`config.mk`:
```
export PLATFORM = sky130hd
export DESIGN_NAME = bresenham_line_rasterizer_top
export DESIGN_NICKNAME = d
export VERILOG_FILES = /design/src/blr_pkg.sv /design/src/blr_front.sv /design/src/blr_cmdq.sv /design/src/blr_walk.sv /design/src/bresenham_line_rasterizer_top.sv
export SDC_FILE = /design/constraint.sdc
export NUM_CORES = 1
export LEC_CHECK = 0
export ABC_AREA = 1
export BUFFER_PORTS_ARGS = -buffer_cell sky130_fd_sc_hd__buf_4
export CAP_MARGIN = 10
export CORE_ASPECT_RATIO = 2
export CORE_UTILIZATION = 60
export DETAILED_ROUTE_END_ITERATION = 8
export GPL_ROUTABILITY_DRIVEN = 1
export PLACE_DENSITY = 0.75
export REMOVE_ABC_BUFFERS = 1
export SKIP_LAST_GASP = 1
export SYNTH_ARGS = -nofsm -noshare
export SYNTH_HDL_FRONTEND = slang
export SYNTH_SLANG_ARGS = --single-unit
```
`constraint.sdc`:
```
create_clock -name i_clk -period 10.6 [get_ports i_clk]
set_clock_uncertainty 0.15 [all_clocks]
set_input_delay 2.12 -clock i_clk [delete_from_list [all_inputs] [get_ports i_clk]]
set_output_delay 2.12 -clock i_clk [all_outputs]
set_load 0.01 [all_outputs]
```
`src/blr_pkg.sv`:
```
// blr_pkg: shared types and constants for the line rasterizer
// holds the command, pixel and queue entry structs and the walker state enum
// no dependencies
`default_nettype none

package blr_pkg;

    // width of every coordinate field on the ports
    localparam int COORD_W = 6;

    // depth of the command queue between classifier and walker
    localparam int CMDQ_DEPTH = 2;
    localparam int CMDQ_PTR_W = $clog2(CMDQ_DEPTH);
    localparam int CMDQ_CNT_W = $clog2(CMDQ_DEPTH + 1);

    // one line command as it arrives
    typedef struct packed {
        logic [COORD_W-1:0] start_x;
        logic [COORD_W-1:0] start_y;
        logic [COORD_W-1:0] end_x;
        logic [COORD_W-1:0] end_y;
    } t_line_in;

    // one pixel as it leaves
    typedef struct packed {
        logic [COORD_W-1:0] pixel_x;
        logic [COORD_W-1:0] pixel_y;
        logic               last_pixel;
    } t_pixel_out;

    // classified line, major coordinate rising from maj0
    typedef struct packed {
        logic [COORD_W-1:0] maj0;
        logic [COORD_W-1:0] min0;
        logic [COORD_W-1:0] dmaj;
        logic [COORD_W-1:0] dmin;
        logic               min_neg;
        logic               y_major;
    } t_line_cmd;

    // walker sequencer states
    typedef enum logic {
        ST_IDLE,
        ST_RUN
    } t_walk_state;

endpackage : blr_pkg

`default_nettype wire

```
`src/blr_front.sv`:
```
// blr_front: classifies a line command into major axis, direction and deltas
// depends on blr_pkg; feeds blr_cmdq, drops zero-length lines
`default_nettype none

module blr_front #(
    parameter int COORD_BITS = 6
) (
    input  wire                 i_push,
    input  blr_pkg::t_line_in   i_line,
    input  wire                 i_q_full,
    output logic                o_q_push,
    output blr_pkg::t_line_cmd  o_q_cmd
);

    import blr_pkg::*;

    localparam int CB = COORD_BITS;

    logic [CB-1:0] x0, y0, x1, y1;
    logic [CB:0]   dx, dy, ndx, ndy;
    logic [CB-1:0] adx, ady;
    logic          x_major, swap;
    logic [CB-1:0] maj_s, maj_e, min_s, min_e;
    logic [CB-1:0] maj0, min0, min1, dmaj, dmin;

    // coordinates wrap to the window
    assign x0 = i_line.start_x[CB-1:0];
    assign y0 = i_line.start_y[CB-1:0];
    assign x1 = i_line.end_x[CB-1:0];
    assign y1 = i_line.end_y[CB-1:0];

    // absolute deltas
    assign dx  = {1'b0, x1} - {1'b0, x0};
    assign dy  = {1'b0, y1} - {1'b0, y0};
    assign ndx = -dx;
    assign ndy = -dy;
    assign adx = dx[CB] ? ndx[CB-1:0] : dx[CB-1:0];
    assign ady = dy[CB] ? ndy[CB-1:0] : dy[CB-1:0];

    // major axis, y wins a tie
    assign x_major = (ady < adx);
    assign maj_s   = x_major ? x0 : y0;
    assign maj_e   = x_major ? x1 : y1;
    assign min_s   = x_major ? y0 : x0;
    assign min_e   = x_major ? y1 : x1;

    // order endpoints so the major coordinate rises
    assign swap = (maj_s > maj_e);
    assign maj0 = swap ? maj_e : maj_s;
    assign min0 = swap ? min_e : min_s;
    assign min1 = swap ? min_s : min_e;
    assign dmaj = x_major ? adx : ady;
    assign dmin = x_major ? ady : adx;

    // classified command
    always_comb begin
        o_q_cmd.maj0    = COORD_W'(maj0);
        o_q_cmd.min0    = COORD_W'(min0);
        o_q_cmd.dmaj    = COORD_W'(dmaj);
        o_q_cmd.dmin    = COORD_W'(dmin);
        o_q_cmd.min_neg = (min1 < min0);
        o_q_cmd.y_major = ~x_major;
    end

    // zero-length lines are taken but never queued
    assign o_q_push = i_push && !i_q_full && (dmaj != '0);

endmodule : blr_front

`default_nettype wire

```
`src/blr_cmdq.sv`:
```
// blr_cmdq: small fifo of classified line commands
// depends on blr_pkg; sits between blr_front and blr_walk
`default_nettype none

module blr_cmdq (
    input  wire                 i_clk,
    input  wire                 i_rst_n,
    input  wire                 i_push,
    input  blr_pkg::t_line_cmd  i_cmd,
    output logic                o_full,
    input  wire                 i_pop,
    output logic                o_empty,
    output blr_pkg::t_line_cmd  o_cmd
);

    import blr_pkg::*;

    t_line_cmd               r_mem [CMDQ_DEPTH];
    logic [CMDQ_PTR_W-1:0]   r_wr_ptr, r_rd_ptr;
    logic [CMDQ_CNT_W-1:0]   r_count;
    logic                    do_push, do_pop;

    assign o_full  = (r_count == CMDQ_CNT_W'(CMDQ_DEPTH));
    assign o_empty = (r_count == '0);
    assign o_cmd   = r_mem[r_rd_ptr];
    assign do_push = i_push && !o_full;
    assign do_pop  = i_pop && !o_empty;

    // entry storage
    always_ff @(posedge i_clk) begin
        if (do_push) begin
            r_mem[r_wr_ptr] <= i_cmd;
        end
    end

    // pointers and fill count
    always_ff @(posedge i_clk) begin
        if (!i_rst_n) begin
            r_wr_ptr <= '0;
            r_rd_ptr <= '0;
            r_count  <= '0;
        end else begin
            if (do_push) begin
                r_wr_ptr <= (r_wr_ptr == CMDQ_PTR_W'(CMDQ_DEPTH - 1)) ? '0 : r_wr_ptr + 1'b1;
            end
            if (do_pop) begin
                r_rd_ptr <= (r_rd_ptr == CMDQ_PTR_W'(CMDQ_DEPTH - 1)) ? '0 : r_rd_ptr + 1'b1;
            end
            unique case ({do_push, do_pop})
                2'b10:   r_count <= r_count + 1'b1;
                2'b01:   r_count <= r_count - 1'b1;
                default: r_count <= r_count;
            endcase
        end
    end

`ifndef SYNTHESIS
    a_count_bound: assert property (@(posedge i_clk) disable iff (!i_rst_n)
        r_count <= CMDQ_CNT_W'(CMDQ_DEPTH))
        else $error("command queue over its depth");
    a_no_push_full: assert property (@(posedge i_clk) disable iff (!i_rst_n)
        !(i_push && o_full))
        else $error("push into full command queue");
    a_count_up: assert property (@(posedge i_clk) disable iff (!i_rst_n)
        (do_push && !do_pop) |=> (r_count == $past(r_count) + 1'b1))
        else $error("command queue count did not rise on push");
`endif

endmodule : blr_cmdq

`default_nettype wire

```
`src/blr_walk.sv`:
```
// blr_walk: steps a queued line by error term a pixel per unstalled cycle
// depends on blr_pkg; pops blr_cmdq and holds the pixel output register
`default_nettype none

module blr_walk #(
    parameter int COORD_BITS = 6
) (
    input  wire                 i_clk,
    input  wire                 i_rst_n,
    input  wire                 i_q_empty,
    input  blr_pkg::t_line_cmd  i_q_cmd,
    output logic                o_q_pop,
    output logic                o_empty,
    input  wire                 i_pop,
    output blr_pkg::t_pixel_out o_pixel
);

    import blr_pkg::*;

    localparam int CB = COORD_BITS;
    localparam int EW = CB + 3;

    t_walk_state            r_state, n_state;
    logic [CB-1:0]          r_a, n_a, r_b, n_b, r_left, n_left;
    logic signed [EW-1:0]   r_err, n_err, r_inc_a, n_inc_a, r_inc_b, n_inc_b;
    logic                   r_min_neg, n_min_neg, r_y_major, n_y_major;
    logic                   r_out_valid, n_out_valid;
    t_pixel_out             r_out, n_out;

    logic                   advance, load, emit, last;
    logic signed [EW-1:0]   dmin_e, dmaj_e;

    assign advance = !r_out_valid || i_pop;
    assign last    = (r_left == CB'(1));
    assign dmin_e  = EW'(i_q_cmd.dmin[CB-1:0]);
    assign dmaj_e  = EW'(i_q_cmd.dmaj[CB-1:0]);

    // sequencer, stepping and output register next values
    always_comb begin
        n_state     = r_state;
        n_a         = r_a;
        n_b         = r_b;
        n_left      = r_left;
        n_err       = r_err;
        n_inc_a     = r_inc_a;
        n_inc_b     = r_inc_b;
        n_min_neg   = r_min_neg;
        n_y_major   = r_y_major;
        n_out       = r_out;
        n_out_valid = r_out_valid && !i_pop;
        load        = 1'b0;
        emit        = 1'b0;

        unique case (r_state)
            ST_IDLE: begin
                if (!i_q_empty) begin
                    load    = 1'b1;
                    n_state = ST_RUN;
                end
            end
            ST_RUN: begin
                if (advance) begin
                    emit = 1'b1;
                    if (last) begin
                        if (!i_q_empty) begin
                            load = 1'b1;
                        end else begin
                            n_state = ST_IDLE;
                        end
                    end
                end
            end
            default: n_state = ST_IDLE;
        endcase

        // current pixel into the output register
        if (emit) begin
            n_out.pixel_x    = COORD_W'(r_y_major ? r_b : r_a);
            n_out.pixel_y    = COORD_W'(r_y_major ? r_a : r_b);
            n_out.last_pixel = last;
            n_out_valid      = 1'b1;
        end

        // one Bresenham step
        if (emit) begin
            n_a    = r_a + 1'b1;
            n_left = r_left - 1'b1;
            if (r_err > 0) begin
                n_b   = r_min_neg ? r_b - 1'b1 : r_b + 1'b1;
                n_err = r_err + r_inc_b;
            end else begin
                n_err = r_err + r_inc_a;
            end
        end

        // start a new line
        if (load) begin
            n_a       = i_q_cmd.maj0[CB-1:0];
            n_b       = i_q_cmd.min0[CB-1:0];
            n_left    = i_q_cmd.dmaj[CB-1:0];
            n_err     = (dmin_e <<< 1) - dmaj_e;
            n_inc_a   = dmin_e <<< 1;
            n_inc_b   = (dmin_e - dmaj_e) <<< 1;
            n_min_neg = i_q_cmd.min_neg;
            n_y_major = i_q_cmd.y_major;
        end
    end

    assign o_q_pop = load;
    assign o_empty = !r_out_valid;
    assign o_pixel = r_out;

    // control registers
    always_ff @(posedge i_clk) begin
        if (!i_rst_n) begin
            r_state     <= ST_IDLE;
            r_out_valid <= 1'b0;
        end else begin
            r_state     <= n_state;
            r_out_valid <= n_out_valid;
        end
    end

    // datapath registers
    always_ff @(posedge i_clk) begin
        r_a       <= n_a;
        r_b       <= n_b;
        r_left    <= n_left;
        r_err     <= n_err;
        r_inc_a   <= n_inc_a;
        r_inc_b   <= n_inc_b;
        r_min_neg <= n_min_neg;
        r_y_major <= n_y_major;
        r_out     <= n_out;
    end

`ifndef SYNTHESIS
    a_left_nonzero: assert property (@(posedge i_clk) disable iff (!i_rst_n)
        (r_state == ST_RUN) |-> (r_left != '0))
        else $error("walker running with no pixels left");
    a_pop_nonempty: assert property (@(posedge i_clk) disable iff (!i_rst_n)
        o_q_pop |-> !i_q_empty)
        else $error("walker popped an empty command queue");
    a_last_idle: assert property (@(posedge i_clk) disable iff (!i_rst_n)
        (emit && last && i_q_empty) |=> (r_state == ST_IDLE))
        else $error("walker did not stop after last pixel");
    a_emit_valid: assert property (@(posedge i_clk) disable iff (!i_rst_n)
        emit |=> r_out_valid)
        else $error("emitted pixel not held in output register");
`endif

endmodule : blr_walk

`default_nettype wire

```
`src/bresenham_line_rasterizer_top.sv`:
```
// bresenham_line_rasterizer_top: line command in, pixel beats out
// depends on blr_pkg, blr_front, blr_cmdq and blr_walk
`default_nettype none

// A line command (two endpoints) is taken whenever o_full is low; the
// classifier picks the major axis (y on a tie), orders the endpoints so the
// major coordinate rises and queues the command in a two-entry queue. The
// walker pops a command and produces one pixel per cycle, |major delta|
// pixels per line, the far endpoint left out and the final pixel flagged by
// last_pixel; a zero-length line is accepted and yields no beat. A line has
// at most 63 pixels. The walker takes a load step when it starts from idle,
// so the first beat of a line taken by an idle block passes through the
// queue, the walker load and the output register. A queued line is loaded
// in the cycle of the previous line's last pixel, so its beats follow with
// no gap, and the walker stalls only while the output register holds a beat
// that has not been popped. Coordinates wrap to the low COORD_BITS bits.

module bresenham_line_rasterizer_top #(
    parameter int COORD_BITS = 6
) (
    input  wire                 i_clk,
    input  wire                 i_rst_n,
    input  wire                 i_push,
    output logic                o_full,
    input  blr_pkg::t_line_in   i_cmd,
    output logic                o_empty,
    input  wire                 i_pop,
    output blr_pkg::t_pixel_out o_pixel
);

    import blr_pkg::*;

    logic      q_push, q_full, q_pop, q_empty;
    t_line_cmd q_wr_cmd, q_rd_cmd;

    assign o_full = q_full;

    // classify incoming lines
    blr_front #(
        .COORD_BITS (COORD_BITS)
    ) u_front (
        .i_push   (i_push),
        .i_line   (i_cmd),
        .i_q_full (q_full),
        .o_q_push (q_push),
        .o_q_cmd  (q_wr_cmd)
    );

    // decoupling queue
    blr_cmdq u_cmdq (
        .i_clk   (i_clk),
        .i_rst_n (i_rst_n),
        .i_push  (q_push),
        .i_cmd   (q_wr_cmd),
        .o_full  (q_full),
        .i_pop   (q_pop),
        .o_empty (q_empty),
        .o_cmd   (q_rd_cmd)
    );

    // pixel walker and output register
    blr_walk #(
        .COORD_BITS (COORD_BITS)
    ) u_walk (
        .i_clk     (i_clk),
        .i_rst_n   (i_rst_n),
        .i_q_empty (q_empty),
        .i_q_cmd   (q_rd_cmd),
        .o_q_pop   (q_pop),
        .o_empty   (o_empty),
        .i_pop     (i_pop),
        .o_pixel   (o_pixel)
    );

endmodule : bresenham_line_rasterizer_top

`default_nettype wire
```
## Word level (Yosys, flattened, before mapping)

Memories as Yosys holds them, arrays and structs flattened. A register that Yosys moved wholly into a read port is not among the register bits.
Cells that the tools add are included.

| storage, ports and cells | value |
|---|---|
| flip-flop bits (word level) | 62 |
| bits in writable memories | 52 |
| input bits | 28 |
| output and inout bits | 15 |
| logic and storage cells | 100 |
| memories | 1 |

| cells by class | value |
|---|---|
| add/subtract/negate cells | 16 |
| magnitude comparators | 4 |
| equal/unequal tests | 4 |
| mux-type cells | 41 |
| bitwise logic cells | 2 |
| reductions and logical operators | 16 |

Memory list:

| memory | depth | bits a word | rd ports | clocked after memory_dff | write ports | RTL line | RTL |
|---|---|---|---|---|---|---|---|
| u_cmdq.r_mem | 2 | 26 | 1 | 1 | 1 | blr_cmdq.sv:18 | `t_line_cmd r_mem [CMDQ_DEPTH];` |

Operators by type and width:

| operator | count |
|---|---|
| 6-bit 2-to-1 mux | 21 |
| 9-bit 2-to-1 mux | 3 |
| 6-bit by 6-bit subtractor with 7-bit output | 3 |
| 1-bit 2-to-1 mux | 14 |
| 6-bit by 1-bit adder with 6-bit output (second input constant) | 2 |
| 6-bit less-than comparator | 2 |
| 6-bit negation | 2 |
| 6-bit by 1-bit subtractor with 6-bit output (second input constant) | 2 |
| 9-bit by 8-bit adder with 9-bit output | 1 |
| 9-bit adder | 1 |
| 9-bit by 1-bit greater-than comparator with 1-bit output (second input constant) | 1 |
| 7-bit by 6-bit subtractor with 8-bit output | 1 |
| 6-bit by 1-bit == test with 1-bit output (second input constant) | 1 |
| 6-bit greater-than comparator | 1 |
| 2-bit nonzero test | 3 |
| 6-bit nonzero test | 1 |
| 1-bit logical AND | 5 |
| 2-bit == test (second input constant) | 2 |
| 1-bit logical NOT | 4 |
| 1-bit case mux with 2 select lines | 2 |
| 2-bit case mux with 2 select lines | 1 |
| 1-bit adder (second input constant) | 2 |
| 2-bit by 1-bit adder with 2-bit output (second input constant) | 1 |
| 2-bit by 1-bit == test with 1-bit output (second input constant) | 1 |
| other kinds (5) | 6 |

## Depth between registers and ports, before layout

Gate-level depths: netlist of the first run.

| logic depth | value |
|---|---|
| depth in word-level cells | 10 |
| gate-level depth with buffers | 38 |
| depth with buffers taken out | 35 |

## By module

A second synthesis of the first run with hierarchy kept.

| unflattened totals | value |
|---|---|
| cell total of the unflattened synthesis | 915 |
| area total of the unflattened synthesis | 7791.2 um^2 |

Modules (own cells, without submodules):

| module | times used | cells each | area each (um^2) | seq. area each (um^2) |
|---|---|---|---|---|
| blr_walk | 1 | 402 | 3557.2 | 1691.6 |
| blr_cmdq | 1 | 121 | 2229.6 | 1661.6 |
| blr_front | 1 | 392 | 2004.4 | 0.0 |

## Least setup slack after synthesis of the first run

OpenSTA, ideal clock, no wires.

| timing | value |
|---|---|
| kind | in2reg |
| from | input port i_cmd[6] (netlist name) |
| to | memory u_cmdq.r_mem[0][1] (netlist name) (data pin) |
| setup time | 0.263 ns |
| arrival | 6.337 ns |
| required time | 10.187 ns |
| path slack | 3.850 ns |
| cell stages on the path | 33 |
| buffers on the path | 3 |
| cells stage by stage | inv_1 -> ha_1 -> fa_1 -> inv_1 -> nor3_4 -> nand3_1 -> nand2_1 -> nand2_1 -> nand2_1 -> inv_1 -> ha_1 -> nand2_1 -> inv_1 -> nand2_1 -> nand2_1 -> inv_1 -> nand2_2 -> buf_2 -> buf_2 -> nand2_1 -> o21ai_0 -> ha_1 -> nand2_1 -> inv_1 -> nand3_1 -> or2_2 -> a31oi_2 -> clkbuf_1 -> o21ai_0 -> ha_1 -> nand2_1 -> o21ai_0 -> a21oi_1 |

RTL lines:

| what | RTL line | RTL |
|---|---|---|
| start: declaration | bresenham_line_rasterizer_top.sv:25 | `input blr_pkg::t_line_in i_cmd,` |
| end: declaration | blr_cmdq.sv:18 |  |

==> metrics, run 1 <==
chip height 158 um; Max IR drop VDD 0.000241 V; Via Count 5,895; gr ovfl total 0; placed inst area 7750 sq um; Final ANT Viol Nets 0; top-area cell type share of the netlist area 43.8%; Setup TNS 0 ps; P_int 1.84 mW; Final Hold Vio Count 0; top-count cell post-synth nand2_1; initial core utilization 62.0%; Reg clk slew, reported paths 50 ps; first-pass iteration count of the detailed router 5; worst slew pin tran 1050 ps; Post-synth EDFFs 107; Slew Viols, Final 0; slowest CP cell nand2_2; Post-synth top cells nand2_1 (233), inv_1 (120), edfxtp_1 (107), o21ai_0 (78), ha_1 (56); hold_ws 324 ps; status finished clean; Most used DFF post-synth edfxtp_1; clock latency at the later pin of the worst-skew pair 410 ps; routed vias/inst 5.58; fin nets 989; Diodes inserted 0; postcts setup bufs 0; TritonCTS clock tree yes; number of fill cells 947; H-tree levels 4; Net Sw Frac 41.8%; global-route wire length before repair 25.8 mm; Die Wd 80.2 um; Max-slew headroom 29.6%; clock sinks 114; clock share of power 18.0%; io pins 43; Final Util 70.5%; post-DP HPWL 12.7 mm; post-synthesis average cell area 8.57 sq um; final std cells w/o fill 1,056; synthesis-stage register bit count 114; CP endpoint kind flip-flop; reg2reg start u_walk.r_err[2]; initial antenna violation count 0; routed wire length 16.1 mm; worst stage delay on the critical path 650 ps; DIE AREA 12,700 sq um; largest fanout on the critical path 59; num rows 56; critical path class primary input to flip-flop; TritonCTS Buffers 17; Post-Layout Inst Area 8350 sq um; core region area 11,800 sq um; CTS Buffer Depth 2; routed length per instance 15.2 um; worst hold-check path type flip-flop to flip-flop; leading area contributor after synthesis edfxtp_1; power per cell area 380 nW/um^2; sequential-to-total area share from yosys stat 45.7%; RD Place Congestion 0.934; Starting DRT DRC Count 312; Layout area overhead 13.7%; Critical Path Source Type primary input; fmax 0.129 GHz; Final setup viols 0; drc violations 0; max_cap viols 0; Flop pwr share 30.8%; Setup crit start i_cmd[6]; total power 3.17 mW; RSZ-0062 raised after global routing false; share of synthesized registers carrying an async set or reset 0%; Synth Instances 857; register area 3350 sq um; pre-CTS setup slack 2440 ps; largest net degree at the start of global routing 60; layout cells sized above 1 12.0%; logic gate share of total power 51.2%; All-Layer GR Usage 27.3%; Ys Warns 0; number of port buffers 42; Area contributors post-synth edfxtp_1 (44%), nand2_1 (12%), ha_1 (9.5%); multi-input logic area 3400 sq um; final period utilization 73.1%; CTS root buf clkbuf_16; crit-path most repeated cell nand2_1; final worst slack 2860 ps; Worst EP arrival 7740 ps; vias in the first global route 5,885; dpl cells 1,025; Post-CTS Resized 0; fin crit period 7740 ps; P_leak 3.87 nW; P_sw 1.32 mW; Mapped Area 7340 sq um; CP Data Required Time 10,590 ps; min-delay src u_cmdq.r_rd_ptr; Netlist cell types 45; # hold bufs at CTS 0
## cell usage in the layout, fill, tap and decap left out, types with 3 or more instances in the layout
cell / synthesis / final
nand2_1: 233 / 233
inv_1: 120 / 120
edfxtp_1: 107 / 107
o21ai_0: 78 / 78
ha_1: 56 / 56
nor2_1: 47 / 46
buf_4: 1 / 46
nand3_1: 41 / 41
a21oi_1: 36 / 36
clkbuf_16: 0 / 17
xor2_1: 14 / 14
nand2_2: 8 / 8
a31oi_1: 8 / 8
o21ai_1: 7 / 7
or2_2: 7 / 7
dfxtp_1: 7 / 7
mux2i_1: 6 / 6
xnor2_1: 6 / 6
fa_1: 6 / 6
inv_2: 4 / 4
nor2_2: 3 / 4
clkinv_2: 1 / 4
bufinv_16: 0 / 4
nand4_1: 3 / 3
nand3_2: 3 / 3
nor3_1: 3 / 3
and2_1: 3 / 3
o21bai_1: 3 / 3
o22ai_1: 3 / 3
o211ai_1: 3 / 3
clkinvlp_4: 0 / 3
## kinds of logic after synthesis
family                   count (synthesis)  share of synthesized area, %
flip-flops                             114                          45.7
XOR/XNOR                                20                          2.39
adder cells (fa/ha/maj)                 62                          11.2
AND/OR/NAND/NOR                        362                          21.2
multiplexers                             6                         0.818
buffers and inverters                  148                          8.09
AO/OA/AOI/OAI                          145                          10.6
## per-layer routing
metal  vias to the layer above  routed length (um)  global-route usage (%)
met3                        60                 415                    4.64
li1                       2934                   -                       -
met4                         0                1130                    21.9
met1                      2748                5430                    23.8
met5                         -                   0                       0
met2                       153                9090                    52.4
## worst paths after layout
kind | end | cells after the start | slack, ps
max | u_cmdq.r_mem[1][1] | 32 | 2860
min | u_cmdq.r_rd_ptr | 1 | 320
max reg2reg | u_walk.r_err[7] | 15 | 6980
min reg2reg | u_cmdq.r_rd_ptr | 1 | 320
## sequential cells by signal, indices dropped and copies added, names as in the netlist, 2 cells and up, named ones only
| register | count |
|---|---|
| u_cmdq.r_count | 2 |
| u_cmdq.r_mem | 52 |
| u_walk.o_pixel | 13 |
| u_walk.r_a | 6 |
| u_walk.r_b | 6 |
| u_walk.r_err | 9 |
| u_walk.r_inc_a | 6 |
| u_walk.r_inc_b | 7 |
| u_walk.r_left | 6 |
## critical path: cells and delay by family
kind | cells | cell delay [ps]
buffers and inverters | 6 | 710
AOI/OAI and AO/OA | 6 | 1420
and+or+nand+nor | 15 | 2010
adders and majority gates | 5 | 1440
## power by group through the flow
stage | registers, mW | clock network [mW] | logic [mW]
CTS | 0.977 | 0.577 | 1.63
floorplan | 0.971 | 0 | 1.17
global placement | 0.969 | 0 | 1.52
detailed placement | 0.984 | 0 | 1.61
finish | 0.976 | 0.570 | 1.62
global route | 0.997 | 0.594 | 1.84
## cell type report
class / count / share of cell area, %
clock buffer: 19 / 5.19
clock inverter: 12 / 1.98
inverter: 125 / 5.64
multi-input combinational: 595 / 40.7
sequential: 114 / 40.2
tap: 145 / 2.17
timing repair buffer: 46 / 4.14
Power figures use the tool's default switching activity.
==> run 2, diff against run 1 <==
==> constraint.sdc (replaced) <==
create_clock -name i_clk -period 7.43 [get_ports i_clk]
set_clock_uncertainty 0.15 [all_clocks]
set_input_delay 1.486 -clock i_clk [delete_from_list [all_inputs] [get_ports i_clk]]
set_output_delay 1.486 -clock i_clk [all_outputs]
set_load 0.01 [all_outputs]
==> run 2 against run 1 <==
Total power is 45% higher. Critical path type unchanged. Worst setup slack worse by 2300 ps. Die area stayed put. Routed wire length is 1.3% higher. First-iteration DRC count is 8.0% higher. Combinational power is 43% higher. Non-clock buffer count is 1 higher. Critical path depth is 1 higher.
==> metrics, run 2 (synthesized netlist as in run 1, its figures left out) <==
status finished clean; number of port buffers 42 (unchanged); multi-input logic area 3400 sq um (+0.15%); routed length per instance 15.4 um (+1.1%); core region area 11,800 sq um (unchanged); postcts setup bufs 0 (unchanged); Final Util 71.0% (+0.57 points); Final setup viols 0 (unchanged); slowest CP cell a31oi_2; routed vias/inst 5.61 (+0.49%); power per cell area 544 nW/um^2 (+43%); CTS root buf clkbuf_16; routed wire length 16.3 mm (+1.3%); worst slew pin tran 1010 ps (-39.8 ps); max_cap viols 0 (unchanged); H-tree levels 4 (unchanged); # hold bufs at CTS 0 (unchanged); initial antenna violation count 0 (unchanged); largest fanout on the critical path 54 (-8.5%); fin crit period 6830 ps; DIE AREA 12,700 sq um (unchanged); Reg clk slew, reported paths 50 ps (about the same); post-DP HPWL 12.5 mm (-1.1%); TritonCTS clock tree yes; TritonCTS Buffers 25 (+8); All-Layer GR Usage 27.4% (+0.060 points); vias in the first global route 5,998 (+1.9%); CTS Buffer Depth 3 (+1); final period utilization 91.9%; largest net degree at the start of global routing 55 (-8.3%); initial core utilization 62.0% (unchanged); max FFs per register 52 (unchanged); RSZ-0062 raised after global routing false; layout cells sized above 1 11.9% (-0.026 points); fin nets 998 (+0.91%); Final ANT Viol Nets 0 (unchanged); crit-path most repeated cell nand2_1; global-route wire length before repair 26.3 mm (+1.7%); fmax 0.146 GHz; worst stage delay on the critical path 600 ps (-50 ps); R2R setup slack 3940 ps (-3040 ps); RD Place Congestion 0.911 (-2.5%); most frequent cells in the layout nand2_1 (233), inv_1 (120), edfxtp_1 (107); gr ovfl total 0 (unchanged); Via Count 5,935 (+0.68%); clock sinks 114 (unchanged); drc violations 0 (unchanged); hold_ws 328 ps (+4.54 ps); first-pass iteration count of the detailed router 5 (unchanged); Diodes inserted 0 (unchanged); Starting DRT DRC Count 337 (+8.0%); Worst EP arrival 6880 ps (-860 ps); Layout area overhead 14.6%; CP Data Required Time 7490 ps (-3100 ps); Max IR drop VDD 0.000344 V (+42%); most common cell after layout, fill and taps aside nand2_1; dpl cells 1,026 (+0.098%); Critical Path Source Type primary input; Setup TNS 0 ps (unchanged); Worst Path Buf+Inv 7 (+1); Die Wd 80.2 um (unchanged); Max-slew headroom 32.9% (+3.3 points); num rows 56 (unchanged); Slew Viols, Final 0 (unchanged); critical path class primary input to flip-flop; P_leak 3.91 nW (+1.1%); clock latency at the later pin of the worst-skew pair 460 ps (+50 ps); CP top delay family simple AND/OR/NAND/NOR gates; worst hold-check path type flip-flop to flip-flop; register area 3350 sq um (unchanged); Final Hold Vio Count 0 (unchanged); Largest Register u_cmdq.r_mem; io pins 43 (unchanged); final std cells w/o fill 1,058 (+0.19%); CP endpoint kind flip-flop; chip height 158 um (unchanged); number of fill cells 906 (-4.3%)
run 2: area by class of cell:
| cell class | instances | area share [%] |
|---|---|---|
| multi-input cells | 595 | 40.4 |
| flip-flops and latches | 114 | 39.9 |
| clock buffers | 28 | 7.57 |
| inverters | 125 | 5.59 |
| repair buffers | 47 | 4.19 |
| well taps | 145 | 2.16 |
| clock inverters | 4 | 0.193 |
run 2: layer usage:
| metal | share of wire (%) | global-route usage (%) |
|---|---|---|
| met3 | 3.4 | 4.64 |
| met2 | 56 | 53.3 |
| met5 | 0 | 0 |
| met1 | 33 | 23.0 |
| met4 | 8.1 | 22.4 |
run 2: report_power, final:
group | leakage [nW] | switching (mW) | internal (mW) | total, mW
registers | 1.07 | 0.135 | 1.25 | 1.39
clock network | 0.320 | 0.284 | 0.594 | 0.878
logic | 2.52 | 1.49 | 0.825 | 2.31
total | 3.91 | 1.91 | 2.67 | 4.58
run 2: path summary, 6_finish.rpt:
path / from / end / depth (start not counted)
worst max-delay path: i_cmd[6] / u_cmdq.r_mem[1][1] / 33
worst min-delay path: u_cmdq.r_rd_ptr / u_cmdq.r_rd_ptr / 1
worst max register to register: u_walk.r_err[2] / u_walk.r_err[7] / 15
worst min register to register: u_cmdq.r_rd_ptr / u_cmdq.r_rd_ptr / 1
run 2: worst reg2reg max path, cell delays in order (launching register included):
cell and delay, ps:
edfxtp_1 440, nor4_1 440, nand2_1 100, nand2_1 260, inv_1 190, nand2_1 100, nand2_1 50, ha_1 200
fa_1 380, nand2_1 90, nand2_1 60, a21oi_1 210, o21bai_1 100, a21oi_1 180, xor2_1 200, o21ai_2 70
run 2: repair_timing:
item | CTS | global route
gates resized for setup | 0 | 1
hold endpoints to repair | 0 | 0
endpoints found under the setup margin | 0 | 2
run 2: metrics by stage:
step           cell area [sq um]  power (mW)  setup slack, ps
2_1_floorplan               7220        3.06              824
3_3_place_gp                7750        3.54              228
3_5_place_dp                7750        3.68            -48.9
4_1_cts                     8410        4.59              419
5_1_grt                     8410        4.97              167
6_report                    8410        4.58              602
==> run 3, diff against run 2 <==
==> constraint.sdc (replaced) <==
create_clock -name i_clk -period 7.38 [get_ports i_clk]
set_clock_uncertainty 0.15 [all_clocks]
set_input_delay 1.476 -clock i_clk [delete_from_list [all_inputs] [get_ports i_clk]]
set_output_delay 1.476 -clock i_clk [all_outputs]
set_load 0.01 [all_outputs]
==> run 3 against run 2 <==
First-iteration DRC count is 20% lower. Non-clock buffer count is the same. Hold slack got worse by 6.2 ps. Cell area shrank 0.37%. Core utilization fell by 0.26 points. Largest power group unchanged. Sequential power is essentially flat.
==> metrics, run 3 (synthesized netlist as in run 1, its figures left out) <==
layout cells sized above 1 12.1% (+0.12 points); register area 3350 sq um (unchanged); worst stage delay on the critical path 590 ps (about the same); final worst slack 590 ps (-12.3 ps); H-tree levels 4 (unchanged); CP Data Required Time 7390 ps (-100 ps); Worst EP arrival 6800 ps (-80 ps); RSZ-0062 raised after global routing false; max FFs per register 52 (unchanged); Worst Path Buf+Inv 7 (unchanged); Post-Layout Inst Area 8380 sq um (-0.37%); logic gate share of total power 51.0% (+0.5 points); initial core utilization 62.0% (unchanged); P_int 2.69 mW (+0.54%); Flop pwr share 30.3% (about the same); gr ovfl total 0 (unchanged); met2 WL 9.66 mm (+6.8%); M1 wire length 5.45 mm (+1.6%); worst hold-check path type flip-flop to flip-flop; fmax 0.147 GHz; largest fanout on the critical path 54 (unchanged); drc violations 0 (unchanged); worst slew pin tran 1080 ps (+71.8 ps); critical path class primary input to flip-flop; most frequent cells in the layout nand2_1 (233), inv_1 (120), edfxtp_1 (107); largest net degree at the start of global routing 55 (unchanged); dpl cells 1,026 (unchanged); power per cell area 551 nW/um^2 (+1.3%); TritonCTS Buffers 17 (-32%); routed length per instance 15.6 um (+1.6%); # hold bufs at CTS 0 (unchanged); status finished clean; io pins 43 (unchanged); multi-input logic area 3400 sq um (unchanged); Largest Register u_cmdq.r_mem; Die Wd 80.2 um (unchanged); top sig layer met4; DR WL met3 463 um (-17%); vias in the first global route 5,859 (-2.3%); global-route wire length before repair 26.4 mm (+0.45%); core region area 11,800 sq um (unchanged); Slew Viols, Final 0 (unchanged); slowest CP cell a31oi_2; fin crit period 6790 ps; CP top delay family simple AND/OR/NAND/NOR gates; clock latency at the later pin of the worst-skew pair 410 ps (-50 ps); Max IR drop VDD 0.000329 V (-4.4%); DIE AREA 12,700 sq um (unchanged); Diodes inserted 0 (unchanged); Layout area overhead 14.2%; CTS Buffer Depth 2 (-1); Final ANT Viol Nets 0 (unchanged); RD Place Congestion 0.911 (unchanged); number of port buffers 42 (unchanged); crit-path most repeated cell nand2_1; placed inst area 7750 sq um (unchanged); max_cap viols 0 (unchanged); chip height 158 um (unchanged); P_sw 1.94 mW (+1.5%); Starting DRT DRC Count 270 (-20%); most common cell after layout, fill and taps aside nand2_1; Final Hold Vio Count 0 (unchanged); num rows 56 (unchanged); clock sinks 114 (unchanged); TritonCTS clock tree yes; P_leak 3.89 nW (-0.48%); routed vias/inst 5.52 (-1.6%); CTS root buf clkbuf_16; clock share of power 18.7% (-0.5 points); routed wire length 16.5 mm (+1.5%); Net Sw Frac 41.9% (+0.23 points); Max-slew headroom 27.4% (-5.5 points); All-Layer GR Usage 28.1% (+0.67 points); post-DP HPWL 12.6 mm (+0.56%); initial antenna violation count 0 (unchanged); final std cells w/o fill 1,057 (-0.095%); Via Count 5,833 (-1.7%); first-pass iteration count of the detailed router 5 (unchanged); Critical Path Source Type primary input; Final setup viols 0 (unchanged); fin nets 990 (-0.80%); pre-CTS setup slack -44.3 ps (+4.61 ps); total power 4.62 mW (+0.94%); final period utilization 92.0%; CP endpoint kind flip-flop; number of fill cells 903 (-0.33%); Reg clk slew, reported paths 50 ps (about the same)
run 3: power by group through the flow:
| stage | clock network, mW | logic [mW] | registers [mW] |
|---|---|---|---|
| 5_1_grt | 0.899 | 2.68 | 1.43 |
| 6_report | 0.864 | 2.36 | 1.40 |
| 3_3_place_gp | 0 | 2.17 | 1.39 |
| 4_1_cts | 0.872 | 2.35 | 1.40 |
| 2_1_floorplan | 0 | 1.68 | 1.39 |
| 3_5_place_dp | 0 | 2.31 | 1.41 |
run 3: repair_timing:
| item | in CTS | in global routing |
|---|---|---|
| resized for setup | 0 | 1 |
| buffers inserted | 0 | 0 |
| setup endpoints to repair | 0 | 2 |
run 3: layout make-up:
class,count,share of cell area (%)
well taps,145,2.16
flip-flops and latches,114,40.0
clock inverters,12,2.25
clock buffers,19,5.16
repair buffers,47,4.21
inverters,125,5.61
multi-input cells,595,40.6
run 3: layer usage:
layer	track usage, %	up-vias
met3	5.27	51
met5	0	-
li1	-	2932
met2	56.2	138
met1	23.8	2712
met4	18.1	0
run 3: stage by stage:
| stage | hold WS, ps | setup TNS [ps] | util [%] |
|---|---|---|---|
| 3_5_place_dp | 305 | -88.6 | 65.5 |
| 2_1_floorplan | 275 | 0 | - |
| 4_1_cts | 318 | 0 | 70.7 |
| 5_1_grt | 336 | 0 | 70.8 |
| 3_3_place_gp | 289 | 0 | 65.5 |
| 6_report | 322 | 0 | 70.8 |
run 3: final timing paths:
check,start,endpoint,slack [ps],cells after the start
max reg2reg,u_walk.r_err[2],u_walk.r_err[7],3700,15
max,i_cmd[6],u_cmdq.r_mem[1][1],590,33
min,u_cmdq.r_rd_ptr,u_cmdq.r_rd_ptr,320,1
min reg2reg,u_cmdq.r_rd_ptr,u_cmdq.r_rd_ptr,320,1
